**src/gol_pkg.sv**
```systemverilog
// ----------------------------------------------------------------------------
// gol_pkg
// Shared types, constants and helpers for the grid overlay pixel stream.
// ----------------------------------------------------------------------------
`default_nettype none

package gol_pkg;

  // Default sizing of the line position tables
  localparam int DEF_MAX_WIDTH  = 2048;
  localparam int DEF_MAX_HEIGHT = 2048;
  localparam int DEF_MAX_LINES  = 15;

  // Register reset values
  localparam logic [3:0]  RST_GRID_LINES    = 4'd0;
  localparam logic [11:0] RST_FRAME_WIDTH   = 12'd640;
  localparam logic [11:0] RST_FRAME_HEIGHT  = 12'd480;

  // Brightness threshold (3 * 127) and the white and black levels
  localparam logic [9:0] LUMA_THRESH = 10'd381;
  localparam logic [7:0] PIX_WHITE   = 8'd255;
  localparam logic [7:0] PIX_BLACK   = 8'd0;

  // Configuration register indexes
  typedef enum logic [1:0] {
    REG_GRID_LINES    = 2'd0,
    REG_FRAME_WIDTH   = 2'd1,
    REG_FRAME_HEIGHT  = 2'd2,
    REG_UNUSED        = 2'd3
  } cfg_reg_t;

  typedef struct packed {
    logic [7:0] red_in;
    logic [7:0] green_in;
    logic [7:0] blue_in;
    logic       start_of_frame;
  } pix_in_t;

  typedef struct packed {
    logic [7:0] red_out;
    logic [7:0] green_out;
    logic [7:0] blue_out;
    logic       on_grid;
  } pix_out_t;

  // Effective frame size: zero reads as one, above the cap reads as the cap
  function automatic logic [31:0] eff_size(logic [11:0] size_reg, int cap);
    logic [31:0] s;
    s = 32'(size_reg);
    if (s == 32'd0) begin
      return 32'd1;
    end
    if (s > 32'(cap)) begin
      return 32'(cap);
    end
    return s;
  endfunction

endpackage

`default_nettype wire

```
**src/grid_overlay_pixel_stream.sv**
```systemverilog
// ----------------------------------------------------------------------------
// grid_overlay_pixel_stream
// Draws evenly spaced grid lines over a raster-order RGB pixel stream.
// ----------------------------------------------------------------------------
// Usage:
//  - Pixels enter on in_valid/in_stall/in_data; a transfer happens when valid
//    is high and stall low. start_of_frame clears the column and row counters.
//  - Results leave on out_valid/out_stall/out_data, one per pixel, in order,
//    in the cycle after the input transfer (single output register).
//  - Throughput is one pixel per cycle while no rebuild or receiver stall holds
//    the input. A pixel is checked against all line position registers in parallel, so nothing loops per pixel.
//  - The cfg port (cfg_valid/cfg_ready, cfg_index, cfg_data) writes the
//    line count, frame_width and frame_height; other indexes are ignored.
//  - After reset and after each register write the line positions are
//    rebuilt: a clear step, then with a nonzero line count the serial
//    divider takes one step per spacing bit (28 bits with the default sizes),
//    one step places the centre line(s) or first pair and one step each
//    further mirrored pair; with zero lines only the clear step runs. in_stall stays high meanwhile.
//  - When the receiver stalls, the output register holds and in_stall rises
//    until the waiting result is taken.
// ----------------------------------------------------------------------------
`default_nettype none

module grid_overlay_pixel_stream import gol_pkg::*; #(
  parameter int MAX_WIDTH  = DEF_MAX_WIDTH,
  parameter int MAX_HEIGHT = DEF_MAX_HEIGHT,
  parameter int MAX_LINES  = DEF_MAX_LINES
) (
  input  wire logic     clk,
  input  wire logic     rst,
  input  wire logic     in_valid,
  output logic          in_stall,
  input  wire pix_in_t  in_data,
  output logic          out_valid,
  input  wire logic     out_stall,
  output pix_out_t      out_data,
  input  wire logic     cfg_valid,
  output logic          cfg_ready,
  input  wire logic [1:0]  cfg_index,
  input  wire logic [11:0] cfg_data
);

  localparam int XW = $clog2(MAX_WIDTH);
  localparam int YW = $clog2(MAX_HEIGHT);
  localparam int NS = MAX_LINES + 1;

  logic [3:0]    grid_lines;
  logic [11:0]   frame_width;
  logic [11:0]   frame_height;
  logic [XW-1:0] column_count;
  logic [YW-1:0] row_count;

  logic          cfg_write;
  logic          rebuild;
  logic          col_busy;
  logic          row_busy;
  logic [XW-1:0] col_pos [NS];
  logic          col_vld [NS];
  logic [YW-1:0] row_pos [NS];
  logic          row_vld [NS];

  logic          accept;
  logic [XW:0]   w;
  logic [YW:0]   h;
  logic [XW-1:0] cc;
  logic [YW-1:0] rc;
  logic [XW:0]   cc_inc;
  logic [YW:0]   rc_inc;
  logic [XW-1:0] column_count_next;
  logic [YW-1:0] row_count_next;
  logic [NS-1:0] col_hit;
  logic [NS-1:0] row_hit;
  logic          any_hit;
  logic          odd_hit;
  logic [9:0]    luma;
  logic          black;
  pix_out_t      res;

  // Configuration registers
  assign cfg_ready = 1'b1;
  assign cfg_write = cfg_valid & cfg_ready;
  assign rebuild   = cfg_write & (cfg_index != REG_UNUSED);

  always_ff @(posedge clk) begin
    if (rst) begin
      grid_lines    <= RST_GRID_LINES;
      frame_width   <= RST_FRAME_WIDTH;
      frame_height  <= RST_FRAME_HEIGHT;
    end else if (cfg_write) begin
      case (cfg_index)
        REG_GRID_LINES:    grid_lines    <= cfg_data[3:0];
        REG_FRAME_WIDTH:   frame_width   <= cfg_data;
        REG_FRAME_HEIGHT:  frame_height  <= cfg_data;
        default: ;
      endcase
    end
  end

  // Line position builders
  gol_builder #(.MAX_SIZE(MAX_WIDTH), .MAX_LINES(MAX_LINES)) u_col_bld (
    .clk(clk), .rst(rst), .start(rebuild), .size_reg(frame_width),
    .lines_reg(grid_lines), .busy(col_busy), .pos(col_pos), .vld(col_vld)
  );

  gol_builder #(.MAX_SIZE(MAX_HEIGHT), .MAX_LINES(MAX_LINES)) u_row_bld (
    .clk(clk), .rst(rst), .start(rebuild), .size_reg(frame_height),
    .lines_reg(grid_lines), .busy(row_busy), .pos(row_pos), .vld(row_vld)
  );

  assign in_stall = col_busy | row_busy | (out_valid & out_stall);
  assign accept   = in_valid & ~in_stall;

  // Position of this pixel and of the next one
  always_comb begin
    w = (XW+1)'(eff_size(frame_width, MAX_WIDTH));
    h = (YW+1)'(eff_size(frame_height, MAX_HEIGHT));
    if (in_data.start_of_frame || ({1'b0, column_count} >= w)) begin
      cc = '0;
    end else begin
      cc = column_count;
    end
    if (in_data.start_of_frame || ({1'b0, row_count} >= h)) begin
      rc = '0;
    end else begin
      rc = row_count;
    end
    cc_inc = {1'b0, cc} + (XW+1)'(1);
    rc_inc = {1'b0, rc} + (YW+1)'(1);
    if (cc_inc >= w) begin
      column_count_next = '0;
      row_count_next    = (rc_inc >= h) ? '0 : rc_inc[YW-1:0];
    end else begin
      column_count_next = cc_inc[XW-1:0];
      row_count_next    = rc;
    end
  end

  // Hit detection against every line slot, then recolor
  always_comb begin
    for (int i = 0; i < NS; i++) begin
      col_hit[i] = col_vld[i] && (col_pos[i] == cc);
      row_hit[i] = row_vld[i] && (row_pos[i] == rc);
    end
    any_hit = (|col_hit) | (|row_hit);
    odd_hit = (^col_hit) ^ (^row_hit);
    luma    = 10'(in_data.red_in) + 10'(in_data.green_in) + 10'(in_data.blue_in);
    black   = (luma > LUMA_THRESH) ^ ~odd_hit;
    res.on_grid = any_hit;
    if (any_hit) begin
      res.red_out   = black ? PIX_BLACK : PIX_WHITE;
      res.green_out = black ? PIX_BLACK : PIX_WHITE;
      res.blue_out  = black ? PIX_BLACK : PIX_WHITE;
    end else begin
      res.red_out   = in_data.red_in;
      res.green_out = in_data.green_in;
      res.blue_out  = in_data.blue_in;
    end
  end

  // Counters and output register
  always_ff @(posedge clk) begin
    if (rst) begin
      column_count <= '0;
      row_count    <= '0;
      out_valid    <= 1'b0;
    end else begin
      if (accept) begin
        column_count <= column_count_next;
        row_count    <= row_count_next;
        out_valid    <= 1'b1;
      end else if (!out_stall) begin
        out_valid <= 1'b0;
      end
    end
  end

  always_ff @(posedge clk) begin
    if (accept) begin
      out_data <= res;
    end
  end

  // No pixel taken while line positions are being rebuilt
  a_no_accept_busy: assert property (@(posedge clk) disable iff (rst)
    accept |-> !col_busy && !row_busy)
    else $error("pixel accepted during rebuild");

  // Grid pixels are pure black or pure white
  a_grid_bw: assert property (@(posedge clk) disable iff (rst)
    (out_valid && out_data.on_grid) |->
      (out_data.red_out == out_data.green_out) &&
      (out_data.green_out == out_data.blue_out) &&
      ((out_data.red_out == PIX_BLACK) || (out_data.red_out == PIX_WHITE)))
    else $error("grid pixel not black or white");

  // Zero lines means no grid hit
  a_zero_lines: assert property (@(posedge clk) disable iff (rst)
    (accept && (grid_lines == '0)) |=> !out_data.on_grid)
    else $error("grid hit with zero lines");

  // An accepted pixel always shows up at the output
  a_accept_valid: assert property (@(posedge clk) disable iff (rst)
    accept |=> out_valid)
    else $error("accepted pixel lost");

endmodule

`default_nettype wire

```
**src/gol_builder.sv**
```systemverilog
// ----------------------------------------------------------------------------
// gol_builder
// Builds the grid line positions of one direction: a bit-serial divider for
// the 12.16 spacing, then the centre line(s) or one mirrored pair per cycle.
// ----------------------------------------------------------------------------
`default_nettype none

module gol_builder import gol_pkg::*; #(
  parameter int MAX_SIZE  = DEF_MAX_WIDTH,
  parameter int MAX_LINES = DEF_MAX_LINES,
  localparam int CW = $clog2(MAX_SIZE),
  localparam int NS = MAX_LINES + 1
) (
  input  wire logic          clk,
  input  wire logic          rst,
  input  wire logic          start,
  input  wire logic [11:0]   size_reg,
  input  wire logic [3:0]    lines_reg,
  output logic               busy,
  output logic [CW-1:0]      pos [NS],
  output logic               vld [NS]
);

  localparam int SW  = $clog2(MAX_SIZE + 1);
  localparam int LW  = $clog2(MAX_LINES + 1);
  localparam int DVW = LW + 1;
  localparam int DW  = SW + 16;
  localparam int IW  = DW + 2;
  localparam int RW  = IW - 16 + 2;
  localparam int PTW = (NS > 1) ? $clog2(NS) : 1;
  localparam int BCW = $clog2(DW + 1);

  typedef enum logic [4:0] {
    ST_START = 5'b00001,
    ST_DIV   = 5'b00010,
    ST_PREP  = 5'b00100,
    ST_GEN   = 5'b01000,
    ST_DONE  = 5'b10000
  } bld_state_t;

  bld_state_t              state;
  logic [DW-1:0]           dsh;
  logic [DVW-1:0]          rmd;
  logic [DW-1:0]           quo;
  logic [BCW-1:0]          bitc;
  logic signed [IW-1:0]    idx;
  logic [LW-1:0]           remc;
  logic [PTW-1:0]          ptr;

  logic [SW-1:0]           sz;
  logic [LW-1:0]           n;
  logic [DW-1:0]           dividend;
  logic [DVW-1:0]          divisor;
  logic [DVW:0]            trial;
  logic signed [RW-1:0]    sz_s;
  logic signed [IW-1:0]    g_s;
  logic signed [IW-1:0]    idx_gen;
  logic signed [IW-1:0]    idx_even;
  logic signed [RW-1:0]    ra;
  logic signed [RW-1:0]    rb;

  // Round signed 14.16 (default sizes) to integer, half away from zero
  function automatic logic signed [RW-1:0] rnd(logic signed [IW-1:0] v);
    logic [IW-1:0]        m;
    logic signed [RW-1:0] q;
    m = v[IW-1] ? IW'(-v) : IW'(v);
    m = m + IW'(32768);
    q = $signed({2'b00, m[IW-1:16]});
    return v[IW-1] ? -q : q;
  endfunction

  function automatic logic in_range(logic signed [RW-1:0] p, logic signed [RW-1:0] s);
    return (p >= 0) && (p < s);
  endfunction

  // Effective size and line count
  always_comb begin
    sz       = SW'(eff_size(size_reg, MAX_SIZE));
    n        = (32'(lines_reg) > 32'(MAX_LINES)) ? LW'(MAX_LINES) : LW'(lines_reg);
    dividend = {sz, 16'b0} + DW'((32'(n) + 32'd1) >> 1);
    divisor  = DVW'(n) + DVW'(1);
    trial    = {rmd, dsh[DW-1]};
    sz_s     = $signed(RW'(sz));
    g_s      = $signed(IW'(quo));
    idx_gen  = idx - g_s;
    idx_even = $signed(IW'(quo) * IW'(n >> 1));
    if (state == ST_PREP) begin
      ra = rnd(idx_even);
    end else begin
      ra = rnd(idx_gen);
    end
    rb = sz_s - RW'(1) - ra;
  end

  assign busy = (state != ST_DONE);

  // Sequencer: clear, divide, then place positions
  always_ff @(posedge clk) begin
    if (rst) begin
      state <= ST_START;
      for (int i = 0; i < NS; i++) begin
        vld[i] <= 1'b0;
      end
    end else if (start) begin
      state <= ST_START;
    end else begin
      case (state)
        ST_START: begin
          for (int i = 0; i < NS; i++) begin
            vld[i] <= 1'b0;
          end
          dsh   <= dividend;
          rmd   <= '0;
          quo   <= '0;
          bitc  <= BCW'(DW);
          state <= (n == '0) ? ST_DONE : ST_DIV;
        end
        ST_DIV: begin
          dsh <= {dsh[DW-2:0], 1'b0};
          if (trial >= {1'b0, divisor}) begin
            rmd <= DVW'(trial - {1'b0, divisor});
            quo <= {quo[DW-2:0], 1'b1};
          end else begin
            rmd <= DVW'(trial);
            quo <= {quo[DW-2:0], 1'b0};
          end
          bitc <= bitc - BCW'(1);
          if (bitc == BCW'(1)) begin
            state <= ST_PREP;
          end
        end
        ST_PREP: begin
          if (n[0]) begin
            // centre line, doubled for an even size
            pos[0] <= CW'(sz >> 1);
            vld[0] <= 1'b1;
            pos[1] <= CW'((sz >> 1) - SW'(1));
            vld[1] <= ~sz[0];
            idx    <= $signed(IW'(sz - SW'(1)) << 15);
          end else begin
            pos[0] <= ra[CW-1:0];
            vld[0] <= in_range(ra, sz_s);
            pos[1] <= rb[CW-1:0];
            vld[1] <= in_range(rb, sz_s);
            idx    <= idx_even;
          end
          remc  <= LW'((n - LW'(1)) >> 1);
          ptr   <= PTW'(2);
          state <= (((n - LW'(1)) >> 1) == '0) ? ST_DONE : ST_GEN;
        end
        ST_GEN: begin
          pos[ptr]           <= ra[CW-1:0];
          vld[ptr]           <= in_range(ra, sz_s);
          pos[ptr + PTW'(1)] <= rb[CW-1:0];
          vld[ptr + PTW'(1)] <= in_range(rb, sz_s);
          idx                <= idx_gen;
          ptr                <= ptr + PTW'(2);
          remc               <= remc - LW'(1);
          if (remc == LW'(1)) begin
            state <= ST_DONE;
          end
        end
        ST_DONE: begin
          state <= ST_DONE;
        end
        default: begin
          state <= ST_START;
        end
      endcase
    end
  end

endmodule

`default_nettype wire

```
**config.mk**
```make
export PLATFORM = sky130hd
export DESIGN_NAME = grid_overlay_pixel_stream
export DESIGN_NICKNAME = d
export VERILOG_FILES = /design/src/gol_pkg.sv /design/src/grid_overlay_pixel_stream.sv /design/src/gol_builder.sv
export SDC_FILE = /design/constraint.sdc
export NUM_CORES = 2
export LEC_CHECK = 0
export BUFFER_PORTS_ARGS = -buffer_cell sky130_fd_sc_hd__buf_2
export CAP_MARGIN = 20
export CORE_ASPECT_RATIO = 0.8
export CORE_UTILIZATION = 65
export DETAILED_ROUTE_END_ITERATION = 6
export PLACE_DENSITY_LB_ADDON = 0.08
export SLEW_MARGIN = 15
export SYNTH_ARGS = -nofsm -noshare
export SYNTH_HDL_FRONTEND = slang
export SYNTH_SLANG_ARGS = --single-unit
```
**constraint.sdc**
```tcl
create_clock -name clk -period 28.5 [get_ports clk]
set_clock_uncertainty 0.15 [all_clocks]
set_input_delay 1.425 -clock clk [delete_from_list [all_inputs] [get_ports clk]]
set_output_delay 1.425 -clock clk [all_outputs]
set_load 0.01 [all_outputs]
```
Word-level counts from Yosys, hierarchy flattened
Index checks and enable logic that the tools add are counted.
- reductions and logical operators: 75
- multiply operators: 2
- equal/unequal tests: 56
- order comparisons: 25
- mux-type cells: 95
- bitwise logic cells: 18
- $add $sub $neg: 41
- operators by type and width (cell ; number):
    bitwise mux 176 bit ; 4
    equality test 11 bit ; 32
    one-hot mux 28 bit (2 select lines) ; 4
    2-to-1 mux 30 bit ; 6
    demux 11 bit (select 4 bit) ; 4
    adder 30 x 16 -> 30 bit, second input constant ; 4
    negator 30 bit ; 4
    one-hot mux 30 bit (2 select lines) ; 2
    2-to-1 mux 11 bit ; 9
    2-to-1 mux 12 bit ; 8
    2-to-1 mux 16 bit ; 6
    one-hot mux 22 bit (2 select lines) ; 2
    bitwise mux 16 bit ; 4
    >= comparator 16 x 1 -> 1 bit, second input constant ; 4
    less-than comparator 16 x 13 -> 1 bit ; 4
    negator 14 -> 16 bit ; 4
    multiplier 28 x 3 -> 30 bit ; 2
    subtractor 30 x 29 -> 30 bit ; 2
    adder 28 bit ; 2
    one-hot mux 14 bit (2 select lines) ; 2
    subtractor 12 x 1 -> 13 bit, second input constant ; 4
    one-hot mux 5 bit (5 select lines) ; 2
    2-to-1 mux 22 bit ; 2
    logical AND 1 bit ; 40
    other kinds (54) ; 155
- word-level logic and storage cells: 402
- register bits after elaboration: 678
- output and inout bits: 28
- input bits: 44

Longest topological paths before layout
- depth after elaboration: 16
- mapped depth: 51
- depth with buffers taken out: 46

Hierarchy
A second synthesis with hierarchy kept.
- cell total of the unflattened synthesis: 6212
- area total of the unflattened synthesis: 54204.5 um^2
- by module, submodules not included (module ; area an instance (um^2) ; cells an instance ; seq. area each (um^2) ; times used):
    gol_builder (u_row_bld) ; 21181.6 ; 2303 ; 8798.4 ; 1
    gol_builder (u_col_bld) ; 20654.8 ; 2199 ; 8798.4 ; 1
    grid_overlay_pixel_stream ; 12368.1 ; 1710 ; 1771.7 ; 1

Worst setup path after synthesis
No wires, ideal clock.
- path type: flip-flop to flip-flop
- start point: register grid_lines[3]
- end point: register u_row_bld.vld[14] (netlist bit)
- buffers on the path: 9
- arrival: 10.259 ns
- setup slack: 17.999 ns
- library setup time: 0.092 ns
- required time: 28.258 ns
- period minus slack after synthesis: 10.501 ns
- stages on the path, launching flop included: 50
- cell sequence: dfxtp_1 -> clkbuf_1 -> clkbuf_1 -> clkbuf_1 -> nand2_1 -> fa_1 -> inv_1 -> ha_1 -> clkbuf_1 -> a21o_1 -> a31o_2 -> a221o_1 -> and3_1 -> nor3_2 -> xnor2_1 -> buf_2 -> buf_2 -> buf_1 -> (+14 left out) -> nand2b_1 -> a21o_1 -> a21o_1 -> maj3_1 -> a21oi_1 -> xor2_1 -> inv_1 -> ha_1 -> nor2b_1 -> o21ai_0 -> nand2b_1 -> a21oi_1 -> nor2b_1 -> o21ai_0 -> nand2b_1 -> a311oi_4 -> a31oi_1 -> o32ai_1
- cells in the longest elaborated chain, start to end: 12
- elaborated cells on any way between the ends: 18
- those cells by class: add/sub: 4; mul: 1; order compare: 4; mux: 7; reduce/logical: 2
- RTL lines (what ; RTL line ; text):
    start: declaration ; grid_overlay_pixel_stream.sv:47 ; logic [3:0] grid_lines;
    start signal: assignment ; grid_overlay_pixel_stream.sv:91 ; REG_GRID_LINES: grid_lines <= cfg_data[3:0];
    multiplier 28 x 3 -> 30 bit * ; gol_builder.sv:86 ; idx_even = $signed(IW'(quo) * IW'(n >> 1));
    negator 30 bit ; gol_builder.sv:66 ; m = v[IW-1] ? IW'(-v) : IW'(v);
    2-to-1 mux 30 bit ; gol_builder.sv:66 ;
    adder 30 x 16 -> 30 bit ; gol_builder.sv:67 ; m = m + IW'(32768);
    negator 14 -> 16 bit ; gol_builder.sv:69 ; return v[IW-1] ? -q : q;
    2-to-1 mux 16 bit * ; gol_builder.sv:69 ;
    2-to-1 mux 16 bit * ; gol_builder.sv:87 ; if (state == ST_PREP) begin
    subtractor 13 x 16 -> 16 bit (tied with other cells) ; gol_builder.sv:92 ; rb = sz_s - RW'(1) - ra;
    >= comparator 16 x 1 -> 1 bit (tied with other cells) ; gol_builder.sv:73 ; return (p >= 0) && (p < s);
    logical AND 1 bit or bitwise mux 16 bit (tied branches) ; gol_builder.sv:73, gol_builder.sv:153 ;
    bitwise mux 16 bit or 2-to-1 mux 2 bit (tied branches) ; gol_builder.sv:155, gol_builder.sv:133 ;
    one-hot mux 2 bit (3 select lines) * ; gol_builder.sv:107 ; case (state)
    end signal: indexed assignment ; gol_builder.sv:153 ; vld[ptr] <= in_range(ra, sz_s);
    end signal: indexed assignment ; gol_builder.sv:155 ; vld[ptr + PTW'(1)] <= in_range(rb, sz_s);
    end: declaration ; gol_builder.sv:21 ; output logic vld [NS]
Every way passes the cells marked *; elsewhere a longest branch is shown, timed or not.
A chain may end at the register's enable or synchronous reset.

Final worst setup path
- start point: register grid_lines[2]
- end point: register u_row_bld.vld[14] (netlist bit)
Same word-level chain as after synthesis.

==> results.md <==
- Library cells used by synthesis: 121
- Clock slew at reported path FFs: 0.07 ns
- GRT overflow: 0
- Combinational family with the most area after synthesis: simple AND/OR/NAND/NOR gates
- Starting DRC count in detailed routing: 5544
- Synth Area in Simple Gates: 20.2%
- Final Hold Vio Count: 0
- Final Cell Area: 0.0551 mm^2
- Failing checks: design-rule violations
- Routed vias: 43813
- Resized cells post-CTS: 0
- Slowest cell on the critical path: xor2_1
- Setup crit end kind: register
- TritonCTS buffer count: 72
- Vias in the first global route: 39720
- Final wirelength: 151 mm
- Most common flop cell mapped by yosys: edfxtp_1
- Worst EP required: 28.88 ns
- Wire per inst: 22.6 um
- Post-Syn Instances: 5611
- PwrDens: 52.8 mW/mm^2
- Crit path kind: reg2reg
- # H-tree levels: 3
- Ys async rst share: 0%
- Sequential area share after synthesis: 38.0%
- Largest cells by area after synthesis: edfxtp_1 34%, ha_1 7.2%, xor2_1 6.9%
- Die Span Y: 253 um
- Part of the cycle the worst path needs: 41.5%
- Hold Crit Class: reg2reg
- Overall Power: 2.91 mW
- Worst-path fanout max: 41
- Max VDD drop: 0.0641 mV
- Worst slack at placement: 16.72 ns
- Mean Syn Cell Area: 9.09 um^2
- Clock latency on the worst-skew pair: 0.66 ns
- Setup ws final: 16.69 ns
- Post-DRT Antenna Nets: 0
- Post-DP HPWL: 106 mm
- Row count: 91
- Starting density of the core: 66.0%
- Static Leakage: 20.9 nW
- Hold_buf cts: 0
- DRC viols: 4
- Most numerous cell on the critical path: nand2b_1
- Crit path largest cell delay: 0.92 ns
- Clk sinks: 676
- Compound-Gate Fraction of Synth Area: 15.4%
- Vias per cell: 6.55
- Final slew viol count: 0
- Status: finished with violations
- Final TNS setup: 0 ns
- Synth warnings: 0
- Routability Congestion: 0.938
- XOR/XNOR Fraction of Synth Area: 11.3%
- Fmax: 84.6 MHz
- # setup viols final: 0
- Die width: 315 um
- Seq cells post-synth: 676
- GRT Total Usage: 37.1%
- Clock buffer depth: 3
- Slew Limit Headroom: 23.2%
- Drt pass-1 iters: 7
- RSZ-0062 raised after global routing: no
- Layout Nets: 6006
- Mux contribution to synthesized area: 0.861%
- Port Buf Inserts: 70
- FILL cells: 5975
- Largest net degree at the start of global routing: 71
- Worst EP arrival: 12.19 ns
- Max cap viols: 0
- Adder-cell share of the synthesized area: 9.95%
- Post-synth EDFFs: 583
- Clock tree root buffer cell: clkbuf_16
- Post-CTS setup buffers: 0
- Die area: 0.0796 mm^2
- Post-synthesis cell area: 0.0510 mm^2
- Share of the synthesized area in the top cell type: 34.3%
- Core box area: 0.0773 mm^2
- Yosys top cell by area: edfxtp_1
- I/O pin cnt: 72
- Min Tclk post-route: 11.81 ns
- Area Growth Syn to Fin: 7.99%
- Initial antenna violation count: 12
- Mapped Nets: 6016
- First-pass GRT wire length: 230 mm
- Critical path launch point type: register
- Layout cells sized above 1: 7.91%
- TritonCTS clock tree: yes
- DP Area: 0.0525 mm^2
- Worst slew pin tran: 1.15 ns
-- flip-flops by register name (all words and copies together) (netlist names), 4 cells and up --
register	flops
u_col_bld.pos	176
grid_lines	4
u_row_bld.bitc	5
u_row_bld.pos	176
u_col_bld.dsh	28
u_col_bld.quo	28
u_row_bld.idx	30
u_col_bld.rmd	5
frame_height	12
u_row_bld.state	5
u_row_bld.dsh	28
u_col_bld.vld	16
column_count	11
row_count	11
u_row_bld.rmd	5
u_row_bld.quo	28
out_data	25
u_row_bld.remc	4
u_col_bld.idx	30
u_col_bld.remc	4
frame_width	12
u_col_bld.bitc	5
u_row_bld.vld	16
u_col_bld.state	5
-- Yosys cell counts (all sizes together), types with 55 or more instances --
library cell and instances:
o21ai 242, clkbuf 213, nand3 131, dfxtp 93, nor3 118, nand2 537
xnor2 249, nand2b 60, xor2 402, nor2b 55, nor2 682, fa 69
edfxtp 583, or3 73, a21oi 298, nand4 162, ha 292, and2 79
inv 304, o22ai 64, a21o 115
-- final timing paths --
kind | start | endpoint | slack, ns | depth (start not counted)
setup / recovery | grid_lines[2] | u_row_bld.vld[14] | 16.69 | 44
hold / removal | u_col_bld.vld[6] | u_col_bld.vld[6] | 0.32 | 2
setup reg to reg | grid_lines[2] | u_row_bld.vld[14] | 16.69 | 44
hold reg to reg | u_col_bld.vld[6] | u_col_bld.vld[6] | 0.32 | 2
-- cells by family (layout without fill, tap and decap cells) --
kind of cell             count (synthesis)  after routing
AND/OR/NAND/NOR                       2130           2130
AO/OA/AOI/OAI                         1175           1175
flip-flops                             676            676
XOR/XNOR                               652            652
buffers and inverters                  569            619
adder cells (fa/ha/maj)                365            365
multiplexers                            43             43
other                                    1              7
-- layout make-up --
class | instances | area, um^2 | area share [%]
Clock inverter | 42 | 505 | 0.918
Tap cell | 1023 | 1280 | 2.32
Multi-Input combinational cell | 4366 | 29600 | 53.8
Inverter | 304 | 1140 | 2.07
Clock buffer | 92 | 1940 | 3.52
Sequential cell | 676 | 19400 | 35.2
Timing Repair Buffer | 181 | 1210 | 2.19
Antenna cell | 6 | 15.0 | 0.0273
-- metrics by stage --
stage                     hold WS [ns]  cells  util (%)
final                            0.324   6690      71.2
after CTS                        0.324   6679      71.1
after global routing             0.334   6686      71.2
after detailed placement         0.306   6545      68.0
after floorplan                  0.275   5611         -
after global placement           0.289   6545      68.0
-- critical path: cells and delay by family, from the launching register on --
kind	cells	cell delay, ns
compound gates	15	4.12
fa+ha+maj	7	2.61
xor+xnor	4	1.55
flops	1	0.65
buf+inv	5	1.00
simple gates	13	1.56
-- routing by layer --
| metal | part of all wire (%) | GRT usage (%) |
|---|---|---|
| met1 | 43 | 55.6 |
| met2 | 42 | 54.3 |
| met3 | 12 | 7.34 |
| met4 | 2.8 | 10.5 |
| met5 | 0.030 | 0 |
-- where the power goes --
group,switching [mW],internal (mW),leakage (nW)
combinational,0.546,0.260,13.6
sequential,0.0134,1.11,6.14
clock,0.429,0.556,1.18
total,0.989,1.92,20.9
-- cells in the final DEF, fill, tap and decap left out, drive strengths merged, types with 115 or more instances in the layout --
| master | synthesis | layout |
|---|---|---|
| nand3 | 131 | 131 |
| nor3 | 118 | 118 |
| nand4 | 162 | 162 |
| edfxtp | 583 | 583 |
| xor2 | 402 | 402 |
| nand2 | 537 | 537 |
| a21o | 115 | 115 |
| o21ai | 242 | 242 |
| inv | 304 | 311 |
| buf | 52 | 179 |
| ha | 292 | 292 |
| nor2 | 682 | 682 |
| a21oi | 298 | 298 |
| xnor2 | 249 | 249 |
Power figures use the tool's default switching activity.
